[src/sv/great_circle_distance_top_assert.svh]
// Assertion macros shared by the great-circle distance RTL.
// No dependencies; included by the files that carry assertions.
`ifndef GREAT_CIRCLE_DISTANCE_TOP_ASSERT_SVH
`define GREAT_CIRCLE_DISTANCE_TOP_ASSERT_SVH
// Checked at every clock edge out of reset.
`define GCD_ASSERT(label, clk, rst_n, prop, msg) \
  label: assert property (@(posedge clk) disable iff (!rst_n) prop) else $error(msg);
// Checked at every clock edge, reset included.
`define GCD_ASSERT_ALWAYS(label, clk, prop, msg) \
  label: assert property (@(posedge clk) prop) else $error(msg);
`endif

[src/sv/gcd_pkg.sv]
// Package for the great-circle distance block: limits, fixed-point constants,
// the pipeline tag type and elaboration-time table functions. No dependencies.
package gcd_pkg;

  localparam int unsigned ANGLE_FRACTION_BITS_DEF = 30;

  localparam int LAT_LIMIT = 90000;
  localparam int LON_LIMIT = 180000;

  localparam logic [24:0] MAX_DISTANCE = 25'd20037509;
  localparam logic [22:0] RADIUS_M     = 23'd6378137;

  // millidegree to radian factor, 52 fraction bits, round to nearest
  localparam int unsigned CONV_FRAC  = 52;
  localparam int unsigned CONV_WIDTH = 37;
  localparam logic [127:0] CONV_NUM  = (128'd314159 << CONV_FRAC) + 128'd9000000000;
  localparam logic [CONV_WIDTH-1:0] CONV_FACTOR = CONV_WIDTH'(CONV_NUM / 128'd18000000000);

  localparam logic [63:0] GAIN_Q62       = 64'd2800459870029452954;
  localparam logic [63:0] PI_QUARTER_Q62 = 64'h3243F6A8885A308D;
  localparam logic [63:0] PI_HALF_Q62    = 64'h6487ED5110B4611A;

  typedef struct packed {
    logic valid;
    logic err;
  } gcd_tag_t;

  // Q62 to f fraction bits, round to nearest
  function automatic logic [63:0] from_q62(input logic [63:0] a, input int unsigned f);
    return (a + (64'd1 << (61 - f))) >> (62 - f);
  endfunction

  // shift-subtract division, constants only
  function automatic logic [63:0] const_udiv(input logic [63:0] n, input logic [63:0] d);
    logic [63:0] q;
    logic [63:0] r;
    q = '0;
    r = '0;
    for (int b = 63; b >= 0; b--) begin
      r = {r[62:0], n[b]};
      q = {q[62:0], 1'b0};
      if (r >= d) begin
        r = r - d;
        q[0] = 1'b1;
      end
    end
    return q;
  endfunction

  // atan(2^-i) in Q62 by the alternating series
  function automatic logic [63:0] atan_q62(input int unsigned i);
    logic [63:0] sum;
    logic [63:0] term;
    int unsigned sh;
    sum = '0;
    if (i == 0) return PI_QUARTER_Q62;
    for (int unsigned k = 0; k < 63; k++) begin
      sh = i * (2 * k + 1);
      if (sh <= 62) begin
        term = const_udiv(64'd1 << (62 - sh), 64'(2 * k + 1));
        if (k[0]) sum = sum - term;
        else sum = sum + term;
      end
    end
    return sum;
  endfunction

endpackage

[src/sv/gcd_smul.sv]
// Registered signed fixed-point multiply, round half away from zero.
// Depends on gcd_pkg.
module gcd_smul #(
  parameter int unsigned ANGLE_FRACTION_BITS = gcd_pkg::ANGLE_FRACTION_BITS_DEF
) (
  input  logic                                clk_i,
  input  logic signed [ANGLE_FRACTION_BITS+3:0] a_i,
  input  logic signed [ANGLE_FRACTION_BITS+3:0] b_i,
  output logic signed [ANGLE_FRACTION_BITS+3:0] p_o
);
  import gcd_pkg::*;

  localparam int unsigned F  = ANGLE_FRACTION_BITS;
  localparam int unsigned W  = F + 4;
  localparam int unsigned PW = 2 * W;

  logic [W-1:0]  mag_a, mag_b, mag_p;
  logic [PW-1:0] prod;
  logic          neg;
  logic signed [W-1:0] p_d, p_q;

  always_comb begin
    neg   = a_i[W-1] ^ b_i[W-1];
    mag_a = a_i[W-1] ? W'(-a_i) : W'(a_i);
    mag_b = b_i[W-1] ? W'(-b_i) : W'(b_i);
    prod  = PW'(mag_a) * PW'(mag_b) + (PW'(1) << (F - 1));
    mag_p = W'(prod >> F);
    p_d   = neg ? -$signed(mag_p) : $signed(mag_p);
  end

  always_ff @(posedge clk_i) begin
    p_q <= p_d;
  end

  assign p_o = p_q;
endmodule

[config.mk]
export PLATFORM = sky130hd
export DESIGN_NAME = gcd_smul
export DESIGN_NICKNAME = d
export VERILOG_FILES = /design/src/sv/great_circle_distance_top_assert.svh /design/src/sv/gcd_pkg.sv /design/src/sv/gcd_smul.sv
export SDC_FILE = /design/constraint.sdc
export NUM_CORES = 2
export LEC_CHECK = 0
export BUFFER_PORTS_ARGS = -buffer_cell sky130_fd_sc_hd__buf_2
export CAP_MARGIN = 20
export CORE_ASPECT_RATIO = 1.1
export CORE_UTILIZATION = 40
export DETAILED_ROUTE_END_ITERATION = 6
export PLACE_DENSITY_LB_ADDON = 0.12
export SETUP_SLACK_MARGIN = 0.2
export SYNTH_ARGS = -nofsm -noshare
export SYNTH_HDL_FRONTEND = slang
export SYNTH_SLANG_ARGS = --single-unit
[constraint.sdc]
create_clock -name clk_i -period 11 [get_ports clk_i]
set_input_delay 1.1 -clock clk_i [delete_from_list [all_inputs] [get_ports clk_i]]
set_output_delay 1.1 -clock clk_i [all_outputs]
set_load 0.02 [all_outputs]
==> impl_results.md <==
- Die ar.: 98700 um^2
- Signal arrival time at the worst endpoint: 11370 ps
- Startpoint types: input pin
- Required time of the critical path: 11150 ps
- Placer Congestion: 0.963
- Headroom to the max-slew limit: 25.3%
- Clock transition at path regs: 50 ps
- Hold_ws: 1800 ps
- Core area: 96200 um^2
- Cell area after synthesis: 39000 um^2
- Share of cells above drive strength 1: 21.6%
- Vias in the first global route: 35200
- Slew Limit Fails: 0
- Chip Height: 329 um
- Max FFs per register: 34
- TritonCTS sink count: 34
- I/O pins: 103
- Root buf cell: clkbuf_16
- Cell count after placement: 6415
- Wire length on met3: 8.42 mm
- Hold path depth: 1
- Sequential share of the synthesized area: 1.75%
- Site row count: 119
- Register area: 681 um^2
- Synth cell types: 73
- Synth Area per Inst: 8.55 um^2
- Area Growth Syn to Fin: 25.2%
- Width of the die: 300 um
- Failing checks: setup timing
- Tcrit/Tclk final: 102%
- Type of the worst min-delay path: reg -> out
- Vias: 32900
- Routed WL per cell: 22.0 um
- CTS tree: done
- Setup TNS: -2920 ps
- Cts bufs inserted: 5
- 1st-iter DRT viols: 1800
- CP Capture Type: flop
- Syn nets: 5924
- Gr usage total: 29.4%
- Main synth FF type: dfxtp_1
- Met2 wire len: 70.6 mm
- M1 WL: 54.0 mm
- Post-layout min period: 11220 ps
- CP max-delay cell: fa_1
- Most used cell, CP: fa_1
- GRT overflow: 0
- Mapped Cells: 4556
- Final std cells w/o fill: 6476
- Fin nets: 6573
- CP max stage delay: 570 ps
- Area of the multi-input gates: 35100 um^2
- Largest net degree at the start of global routing: 35
- Async set-reset flop share out of synthesis: 0%
- Hold-fix buffers, CTS: 0
- Worst-Margin Slew: 1120 ps
- H-tree levels: 2
- WL final: 142 mm
- Initial antenna violation count: 3
- Post-synthesis register bit count: 34
- Critical path type: in -> reg
- # DRC: 0
- Post-DP HPWL: 125 mm
- Yosys synthesis warning count: 0
- Status: finished, violations left
- Maxcap violations: 0
- Endpoints failing hold: 0
- Post-detailed-route via-to-cell ratio: 5.09
- EDFF count, synth: 0
- Fill cells: 9432
- IO Port Bufs: 102
- Antenna-violating nets left: 0
- Fmax: 89.1 MHz
- Initial Util: 40.5%
- Top sig layer: met5
- Critical path fanouts, max: 6
- DRT Pass-1 Iters: 5
- Unrepaired setup endpoints after global routing: yes
- Final WS setup: -220 ps
- Finish-stage setup viols: 18
- First-pass GRT wire length: 214 mm
- Maximum clock path buffer count: 2
## cell usage after synthesis (all sizes together), types with 17 or more instances
| master | count | area share (%) |
|---|---|---|
| inv | 1096 | 11 |
| clkbuf | 198 | 1.9 |
| a21oi | 77 | 0.99 |
| a21o | 17 | 0.33 |
| and2 | 39 | 0.63 |
| ha | 281 | 9.0 |
| o31ai | 23 | 0.44 |
| dfxtp | 34 | 1.7 |
| o21ai | 61 | 0.79 |
| xnor2 | 106 | 2.4 |
| nand4 | 23 | 0.37 |
| nor2 | 572 | 5.5 |
| fa | 1018 | 52 |
| xor2 | 76 | 1.7 |
| nand2 | 685 | 6.6 |
| nand3 | 25 | 0.32 |
## layer usage
| layer | vias up | global-route usage [%] |
|---|---|---|
| met5 | - | 0 |
| met4 | 2 | 15.9 |
| met3 | 329 | 3.56 |
| met2 | 1099 | 50.9 |
| met1 | 16900 | 35.8 |
| li1 | 14600 | - |
## final timing paths
check	from	endpoint
setup / recovery	a_i[5]	p_o[19]
hold / removal	p_o[13]	p_o[13]
## critical path: cells and delay by family
| family | cells | cell delay, ps |
|---|---|---|
| AOI/OAI and AO/OA | 5 | 1440 |
| xor gates and xnor gates | 3 | 620 |
| adders and majority gates | 9 | 4220 |
| buffers and inverters | 13 | 1360 |
| and+or+nand+nor | 10 | 2570 |
## logic make-up (layout without fill, tap and decap cells)
| logic type | count (synthesis) | after routing | share of synthesized area [%] |
|---|---|---|---|
| adders and majority gates | 1299 | 1299 | 61.3 |
| other | 0 | 1 | 0 |
| xor gates and xnor gates | 182 | 182 | 4.11 |
| DFF | 34 | 34 | 1.75 |
| buffers and inverters | 1303 | 1952 | 12.6 |
| AOI/OAI and AO/OA | 282 | 282 | 4.75 |
| and+or+nand+nor | 1451 | 1451 | 15.4 |
| muxes | 5 | 5 | 0.128 |
## area by class of cell
type | instances | area share, %
diodes | 1 | 0.00513
clock buffers | 6 | 0.285
clock inverters | 1 | 0.0616
inverters | 1097 | 8.45
multi-input cells | 3219 | 72.1
flip-flops and latches | 34 | 1.40
well taps | 1270 | 3.26
repair buffers | 848 | 14.5
## through the flow
| step | area, um^2 | setup WS [ps] | util [%] |
|---|---|---|---|
| final | 48800 | -220 | 50.7 |
| after global placement | 47300 | -904 | 49.2 |
| after detailed placement | 47300 | -954 | 49.2 |
| after global routing | 48800 | -451 | 50.7 |
| after CTS | 48300 | -185 | 50.2 |
| after floorplan | 39700 | 82.1 | - |
## cells in the final DEF (no fill, tap or decap), drive strengths merged, types with 7 or more instances in the layout
master / n
inv: 1096
fa: 1018
buf: 847
nand2: 685
nor2: 572
ha: 281
xnor2: 106
a21oi: 77
xor2: 76
o21ai: 61
and2: 39
dfxtp: 34
nand3: 25
nand4: 23
o31ai: 23
a21o: 17
nor3: 16
or4: 16
nor4: 16
o211ai: 14
or3: 14
o41ai: 11
a31oi: 11
nand2b: 10
and3: 10
a211oi: 8
a211o: 7
o21bai: 7
clkbuf: 7
## timing repair
action                     CTS  global route
buffers inserted            36            15
hold endpoints to repair     0             0
pin swaps                   66            61
setup endpoints to repair   29            30
cloned                       0             1
gates resized for setup    106            71
Power is left out: the tool's default activity adds up to more than one toggle a clock period on the data nets, which glitch-free logic cannot reach.
