[src/sv/great_circle_distance_top_assert.svh]
// Assertion macros shared by the great-circle distance RTL.
// No dependencies; included by the files that carry assertions.
`ifndef GREAT_CIRCLE_DISTANCE_TOP_ASSERT_SVH
`define GREAT_CIRCLE_DISTANCE_TOP_ASSERT_SVH
// Checked at every clock edge out of reset.
`define GCD_ASSERT(label, clk, rst_n, prop, msg) \
  label: assert property (@(posedge clk) disable iff (!rst_n) prop) else $error(msg);
// Checked at every clock edge, reset included.
`define GCD_ASSERT_ALWAYS(label, clk, prop, msg) \
  label: assert property (@(posedge clk) prop) else $error(msg);
`endif

[src/sv/gcd_pkg.sv]
// Package for the great-circle distance block: limits, fixed-point constants,
// the pipeline tag type and elaboration-time table functions. No dependencies.
package gcd_pkg;

  localparam int unsigned ANGLE_FRACTION_BITS_DEF = 30;

  localparam int LAT_LIMIT = 90000;
  localparam int LON_LIMIT = 180000;

  localparam logic [24:0] MAX_DISTANCE = 25'd20037509;
  localparam logic [22:0] RADIUS_M     = 23'd6378137;

  // millidegree to radian factor, 52 fraction bits, round to nearest
  localparam int unsigned CONV_FRAC  = 52;
  localparam int unsigned CONV_WIDTH = 37;
  localparam logic [127:0] CONV_NUM  = (128'd314159 << CONV_FRAC) + 128'd9000000000;
  localparam logic [CONV_WIDTH-1:0] CONV_FACTOR = CONV_WIDTH'(CONV_NUM / 128'd18000000000);

  localparam logic [63:0] GAIN_Q62       = 64'd2800459870029452954;
  localparam logic [63:0] PI_QUARTER_Q62 = 64'h3243F6A8885A308D;
  localparam logic [63:0] PI_HALF_Q62    = 64'h6487ED5110B4611A;

  typedef struct packed {
    logic valid;
    logic err;
  } gcd_tag_t;

  // Q62 to f fraction bits, round to nearest
  function automatic logic [63:0] from_q62(input logic [63:0] a, input int unsigned f);
    return (a + (64'd1 << (61 - f))) >> (62 - f);
  endfunction

  // shift-subtract division, constants only
  function automatic logic [63:0] const_udiv(input logic [63:0] n, input logic [63:0] d);
    logic [63:0] q;
    logic [63:0] r;
    q = '0;
    r = '0;
    for (int b = 63; b >= 0; b--) begin
      r = {r[62:0], n[b]};
      q = {q[62:0], 1'b0};
      if (r >= d) begin
        r = r - d;
        q[0] = 1'b1;
      end
    end
    return q;
  endfunction

  // atan(2^-i) in Q62 by the alternating series
  function automatic logic [63:0] atan_q62(input int unsigned i);
    logic [63:0] sum;
    logic [63:0] term;
    int unsigned sh;
    sum = '0;
    if (i == 0) return PI_QUARTER_Q62;
    for (int unsigned k = 0; k < 63; k++) begin
      sh = i * (2 * k + 1);
      if (sh <= 62) begin
        term = const_udiv(64'd1 << (62 - sh), 64'(2 * k + 1));
        if (k[0]) sum = sum - term;
        else sum = sum + term;
      end
    end
    return sum;
  endfunction

endpackage

[src/sv/gcd_isqrt.sv]
// Pipelined digit-by-digit integer square root of t * 2^F, one root bit a stage.
// Depends on gcd_pkg.
module gcd_isqrt #(
  parameter int unsigned ANGLE_FRACTION_BITS = gcd_pkg::ANGLE_FRACTION_BITS_DEF,
  parameter int unsigned SIDE_WIDTH          = 1
) (
  input  logic                           clk_i,
  input  logic                           rst_ni,
  input  gcd_pkg::gcd_tag_t              tag_i,
  input  logic [SIDE_WIDTH-1:0]          side_i,
  input  logic [ANGLE_FRACTION_BITS+3:0] t_i,
  output gcd_pkg::gcd_tag_t              tag_o,
  output logic [SIDE_WIDTH-1:0]          side_o,
  output logic [ANGLE_FRACTION_BITS:0]   root_o
);
  import gcd_pkg::*;

  localparam int unsigned F    = ANGLE_FRACTION_BITS;
  localparam int unsigned NP   = F + 1;
  localparam int unsigned RW   = NP + 2;
  localparam int unsigned RADW = 2 * NP;

  logic [RW-1:0]         rem_q  [NP];
  logic [NP-1:0]         root_q [NP];
  logic [RADW-1:0]       rad_q  [NP];
  gcd_tag_t              tag_q  [NP];
  logic [SIDE_WIDTH-1:0] side_q [NP];

  for (genvar j = 0; j < NP; j++) begin : g_stage
    localparam int unsigned K = NP - 1 - j;
    logic [RW-1:0]         rem_p, rem_s, trial, rem_d;
    logic [NP-1:0]         root_p, root_d;
    logic [RADW-1:0]       rad_p;
    gcd_tag_t              tag_p;
    logic [SIDE_WIDTH-1:0] side_p;

    if (j == 0) begin : g_first
      always_comb begin
        rem_p  = '0;
        root_p = '0;
        rad_p  = RADW'(t_i) << F;
        tag_p  = tag_i;
        side_p = side_i;
      end
    end else begin : g_next
      always_comb begin
        rem_p  = rem_q[j-1];
        root_p = root_q[j-1];
        rad_p  = rad_q[j-1];
        tag_p  = tag_q[j-1];
        side_p = side_q[j-1];
      end
    end

    always_comb begin
      rem_s = {rem_p[RW-3:0], rad_p[2*K+1 -: 2]};
      trial = {root_p, 2'b01};
      if (rem_s >= trial) begin
        rem_d  = rem_s - trial;
        root_d = {root_p[NP-2:0], 1'b1};
      end else begin
        rem_d  = rem_s;
        root_d = {root_p[NP-2:0], 1'b0};
      end
    end

    always_ff @(posedge clk_i or negedge rst_ni) begin
      if (!rst_ni) tag_q[j] <= '0;
      else tag_q[j] <= tag_p;
    end

    always_ff @(posedge clk_i) begin
      rem_q[j]  <= rem_d;
      root_q[j] <= root_d;
      rad_q[j]  <= rad_p;
      side_q[j] <= side_p;
    end
  end

  assign tag_o  = tag_q[NP-1];
  assign side_o = side_q[NP-1];
  assign root_o = root_q[NP-1];
endmodule

[config.mk]
export PLATFORM = sky130hd
export DESIGN_NAME = gcd_isqrt
export DESIGN_NICKNAME = d
export VERILOG_FILES = /design/src/sv/great_circle_distance_top_assert.svh /design/src/sv/gcd_pkg.sv /design/src/sv/gcd_isqrt.sv
export SDC_FILE = /design/constraint.sdc
export NUM_CORES = 2
export LEC_CHECK = 0
export BUFFER_PORTS_ARGS = -buffer_cell sky130_fd_sc_hd__buf_4
export CORE_ASPECT_RATIO = 1.2
export CORE_UTILIZATION = 60
export CTS_CLUSTER_DIAMETER = 120
export DETAILED_ROUTE_END_ITERATION = 10
export GPL_ROUTABILITY_DRIVEN = 0
export PLACE_DENSITY = 0.83
export REMOVE_ABC_BUFFERS = 1
export SLEW_MARGIN = 10
export SYNTH_ARGS = -nofsm -noshare
export SYNTH_HDL_FRONTEND = slang
export SYNTH_SLANG_ARGS = --single-unit
[constraint.sdc]
create_clock -name clk_i -period 10.2 [get_ports clk_i]
set_clock_uncertainty 0.1 [all_clocks]
set_input_delay 2.04 -clock clk_i [delete_from_list [all_inputs] [get_ports clk_i]]
set_output_delay 2.04 -clock clk_i [all_outputs]
set_load 0.1 [all_outputs]
==> PnR_summary.wiki <==
{| class="wikitable"
! Metric !! Value
|-
| Initial core utilization || roughly three fifths
|-
| Area added between synthesis and finish || 11.1%
|-
| Unrepaired setup endpoints after global routing || false
|-
| Utilization after layout || between 60% and 70%
|-
| Detailed-route wire length per cell || ~16 µm
|-
| Area fraction of the dominant cell type after synthesis || between 40% and 50%
|-
| Fraction of registers with async set or reset after synthesis || around 3.6%
|-
| Number of buffer cells added on primary ports || 70
|-
| Number of synthesized flops with an enable pin || 0
|-
| Sequential element share of the synthesized area || slightly below 50%
|-
| Syn_area_per_cell || about 9.7 µm²
|-
| Latest clock arrival within the worst-skew pair || roughly 0.80 ns
|-
| Number of max-cap violations || 0
|-
| GRT Overall Usage || about 25%
|-
| Area contributors post-synth || sky130_fd_sc_hd__dfxtp_1 47%, sky130_fd_sc_hd__ha_1 8.9%, sky130_fd_sc_hd__xnor2_1 4.3%
|-
| Clock period minus worst slack || between 4 and 5 ns
|-
| Critical path fanouts, max || 33
|-
| Final wirelength || between 100000 and 150000 µm
|-
| Die area || between 0.1 and 0.15 mm²
|-
| Maximum number of pins on one net before global-route repair || between 60 and 70
|-
| Most area-hungry cell type in the Yosys netlist || sky130_fd_sc_hd__dfxtp_1
|-
| Areal power density over the cells || between 200 and 250 mW/mm²
|-
| Drt first pass iters || 5
|-
| Via count of the first global-routing pass || ~54000
|-
| First-iteration detailed-routing DRC count || between 2000 and 3000
|-
| Setup CP Type || reg -> reg
|-
| Cts-stage hold buffer count || 0
|-
| Setup Fix Bufs, Post-CTS || 0
|-
| Worst slew margin relative to its limit || roughly an eighth
|-
| Required time at the worst-slack endpoint || 10.72 ns
|-
| Core Area || roughly 0.12 mm²
|-
| DRC Markers || 0
|-
| Flops & latches, synth || approximately 1700
|-
| Total Negative Setup Slacks || 0 ns
|-
| H-tree level count || 4
|-
| Data arrival at the endpoint of the critical path || between 4 and 5 ns
|-
| Number of synthesis warnings || 0
|-
| Global-route wire length before repair || 243000 µm
|-
| CTS tree || done
|-
| Height of the chip || roughly 380 µm
|-
| Fin area || roughly 0.078 mm²
|-
| Final slew viol count || 0
|-
| Site row count || around 140
|-
| Post-Synthesis Cells || 7244
|-
| Total leakage power || about 38 nW
|-
| Status || complete, no violations
|-
| Worst IR Drop VDD || 176 µV
|-
| Predominant post-synthesis flop cell || sky130_fd_sc_hd__dfxtp_1
|-
| Mapped cell area || between 0.07 and 0.08 mm²
|-
| Final HPWL DP || 109000 µm
|-
| Fin nets || between 7000 and 8000
|-
| Number of antenna violations at the first check in global routing || 4
|-
| Post-route clock period utilization || between 40% and 50%
|-
| Top-level I/O count || 73
|-
| Number of nets still failing antenna checks after routing || 0
|-
| Final hold violation count || 0
|-
| Number of clock buffers inserted by TritonCTS || ~160
|-
| Residual overflow from global routing || 0
|-
| Width of the die || ~310 µm
|-
| Fraction of final layout cells sized beyond drive strength 1 || just over 7%
|-
| Number of vias in the routed layout || around 52000
|-
| Hold Slack || ~0.21 ns
|-
| Clock sink count || 1702
|-
| Maximum clock insertion buffer count || 3
|-
| Placed Area || between 0.07 and 0.08 mm²
|-
| Count of endpoints failing setup in the final report || 0
|-
| Measured slew at the worst slew-check pin || about 1.3 ns
|-
| Clock-pin slew of the registers on the worst-case setup and hold paths || 0.06 ns
|-
| Number of distinct library cells after synthesis || 90
|-
| Fmax || 230 MHz
|-
| Total power draw || around 19 mW
|-
| Clock tree root buffer cell || sky130_fd_sc_hd__clkbuf_16
|-
| Type of the most critical hold path || reg -> reg
|-
| Worst Setup Start Kind || flip-flop
|-
| Post-cts resize count || 0
|-
| Type of destination of the critical path || flip-flop
|-
| Vias per inst || 5.71
|}
## critical path: stages, from the launching register on
cell and delay [ns]:
sky130_fd_sc_hd__dfxtp_1 0.34, sky130_fd_sc_hd__inv_1 0.05, sky130_fd_sc_hd__ha_1 0.32, sky130_fd_sc_hd__or4_1 0.52, sky130_fd_sc_hd__o21ai_0 0.11, sky130_fd_sc_hd__a21oi_1 0.14, sky130_fd_sc_hd__a311oi_1 0.63, sky130_fd_sc_hd__nor2_1 0.26
sky130_fd_sc_hd__a31o_2 0.33, sky130_fd_sc_hd__nor3_2 0.12, sky130_fd_sc_hd__buf_4 0.37, sky130_fd_sc_hd__inv_1 0.52, sky130_fd_sc_hd__nor2_1 0.27, sky130_fd_sc_hd__a21oi_1 0.06
## power by group
group          total [mW]  internal, mW  switching (mW)
Clock                6.21          3.72            2.50
Sequential           8.77          7.87           0.900
Combinational        3.86          1.74            2.12
Total                18.8          13.3            5.51
## flip-flops by register name (all words and copies together) (netlist names)
signal / count
tag_o: 2
root_q: 496
side_q: 31
g_stage.tag_p: 60
rem_q: 873
rad_q: 240
## per-stage QoR
step                      setup WS, ns  instances
final                             5.85       9023
after global routing              5.54       9023
after CTS                         5.90       9020
after detailed placement          5.92       8726
after global placement            6.03       8726
after floorplan                   4.96       7108
## cell type report
cell class,count,area (µm²)
fillers,8383,38200
flip-flops and latches,1702,34400
multi-input cells,4750,32900
clock buffers,233,4740
inverters,656,2460
well taps,1529,1910
clock inverters,61,886
repair buffers,89,668
diodes,3,7.51
## path summary, 6_finish.rpt
| kind | start | endpoint | slack, ns | cells past startpoint |
|---|---|---|---|---|
| max in group asynchronous | rst_ni | tag_o[0] | 8.29 | 1 |
| worst min register to register | rad_q[7][42] | rad_q[8][42] | 0.21 | 0 |
| min in group asynchronous | rst_ni | g_stage[3].tag_p[0] | 1.21 | 1 |
| worst min-delay path | rad_q[7][42] | rad_q[8][42] | 0.21 | 0 |
| worst max register to register | root_q[1][283] | rem_q[1][346] | 5.85 | 13 |
| worst max-delay path | root_q[1][283] | rem_q[1][346] | 5.85 | 13 |
## placed cells by master, fill, tap and decap left out, types with 34 or more instances in the layout
cell and count:
sky130_fd_sc_hd__a211oi_1 46, sky130_fd_sc_hd__a21o_1 193, sky130_fd_sc_hd__a21oi_1 465, sky130_fd_sc_hd__a31oi_1 40
sky130_fd_sc_hd__buf_4 89, sky130_fd_sc_hd__clkbuf_1 34, sky130_fd_sc_hd__clkbuf_16 166, sky130_fd_sc_hd__dfrtp_1 62
sky130_fd_sc_hd__dfxtp_1 1640, sky130_fd_sc_hd__ha_1 499, sky130_fd_sc_hd__inv_1 654, sky130_fd_sc_hd__mux2_2 105
sky130_fd_sc_hd__nand2_1 462, sky130_fd_sc_hd__nand2b_1 105, sky130_fd_sc_hd__nand3_1 108, sky130_fd_sc_hd__nand4_1 62
sky130_fd_sc_hd__nor2_1 473, sky130_fd_sc_hd__nor2b_1 76, sky130_fd_sc_hd__nor3_1 189, sky130_fd_sc_hd__nor4_1 95
sky130_fd_sc_hd__o21a_1 111, sky130_fd_sc_hd__o21ai_0 390, sky130_fd_sc_hd__o21bai_1 47, sky130_fd_sc_hd__o31ai_1 41
sky130_fd_sc_hd__or2_2 39, sky130_fd_sc_hd__or3_1 76, sky130_fd_sc_hd__or4_1 57, sky130_fd_sc_hd__xnor2_1 343
sky130_fd_sc_hd__xor2_1 339
## synthesized netlist by cell type, types with 9 or more instances
cell,instances
sky130_fd_sc_hd__inv_1,654
sky130_fd_sc_hd__dfxtp_1,1640
sky130_fd_sc_hd__o21ai_0,391
sky130_fd_sc_hd__nand2_1,462
sky130_fd_sc_hd__mux2_2,105
sky130_fd_sc_hd__a31oi_1,43
sky130_fd_sc_hd__a21o_1,193
sky130_fd_sc_hd__fa_1,14
sky130_fd_sc_hd__nand3b_1,13
sky130_fd_sc_hd__dfrtp_1,62
sky130_fd_sc_hd__clkbuf_1,123
sky130_fd_sc_hd__nand4_1,62
sky130_fd_sc_hd__o21bai_1,47
sky130_fd_sc_hd__and4_1,14
sky130_fd_sc_hd__o41ai_1,14
sky130_fd_sc_hd__a211o_1,18
sky130_fd_sc_hd__and3_1,31
sky130_fd_sc_hd__a311oi_1,11
sky130_fd_sc_hd__a211oi_1,47
sky130_fd_sc_hd__nor3b_1,11
sky130_fd_sc_hd__o22ai_1,9
sky130_fd_sc_hd__o21a_1,111
sky130_fd_sc_hd__ha_1,499
sky130_fd_sc_hd__nand3_1,108
sky130_fd_sc_hd__nand4b_1,13
sky130_fd_sc_hd__nor2b_1,76
sky130_fd_sc_hd__o31ai_1,41
sky130_fd_sc_hd__a21boi_0,21
sky130_fd_sc_hd__and2_1,23
sky130_fd_sc_hd__a2111oi_0,15
sky130_fd_sc_hd__or4_1,57
sky130_fd_sc_hd__mux2i_1,11
sky130_fd_sc_hd__a21oi_1,466
sky130_fd_sc_hd__or3_1,76
sky130_fd_sc_hd__xnor2_1,343
sky130_fd_sc_hd__nand2b_1,105
sky130_fd_sc_hd__xor2_1,339
sky130_fd_sc_hd__nor4b_1,11
sky130_fd_sc_hd__buf_2,10
sky130_fd_sc_hd__nor2_1,475
sky130_fd_sc_hd__a41oi_1,13
sky130_fd_sc_hd__nor4_1,95
sky130_fd_sc_hd__or2_2,39
sky130_fd_sc_hd__nor3_1,191
sky130_fd_sc_hd__o211ai_1,24
## per-layer routing
metal  global-route usage [%]  up-vias  share of wire [%]
met2                     50.7     1348                 56
met3                     3.79      606                3.6
li1                         -    25200                  -
met1                     21.2    24400                 34
met5                        0        -              0.026
met4                     17.8        6                6.7
## cells by family (layout without fill, tap and decap cells)
family / after synthesis / after routing / share of synthesized area, %
buffers and inverters: 792 / 1039 / 4.25
AOI/OAI and AO/OA: 1549 / 1549 / 13.8
and+or+nand+nor: 1889 / 1889 / 13.3
xor gates and xnor gates: 682 / 682 / 8.51
other: 1 / 4 / 0.00534
DFF: 1702 / 1702 / 49.0
muxes: 116 / 116 / 1.84
adders and majority gates: 513 / 513 / 9.29
No activity file was read; power rests on OpenSTA's default activity.
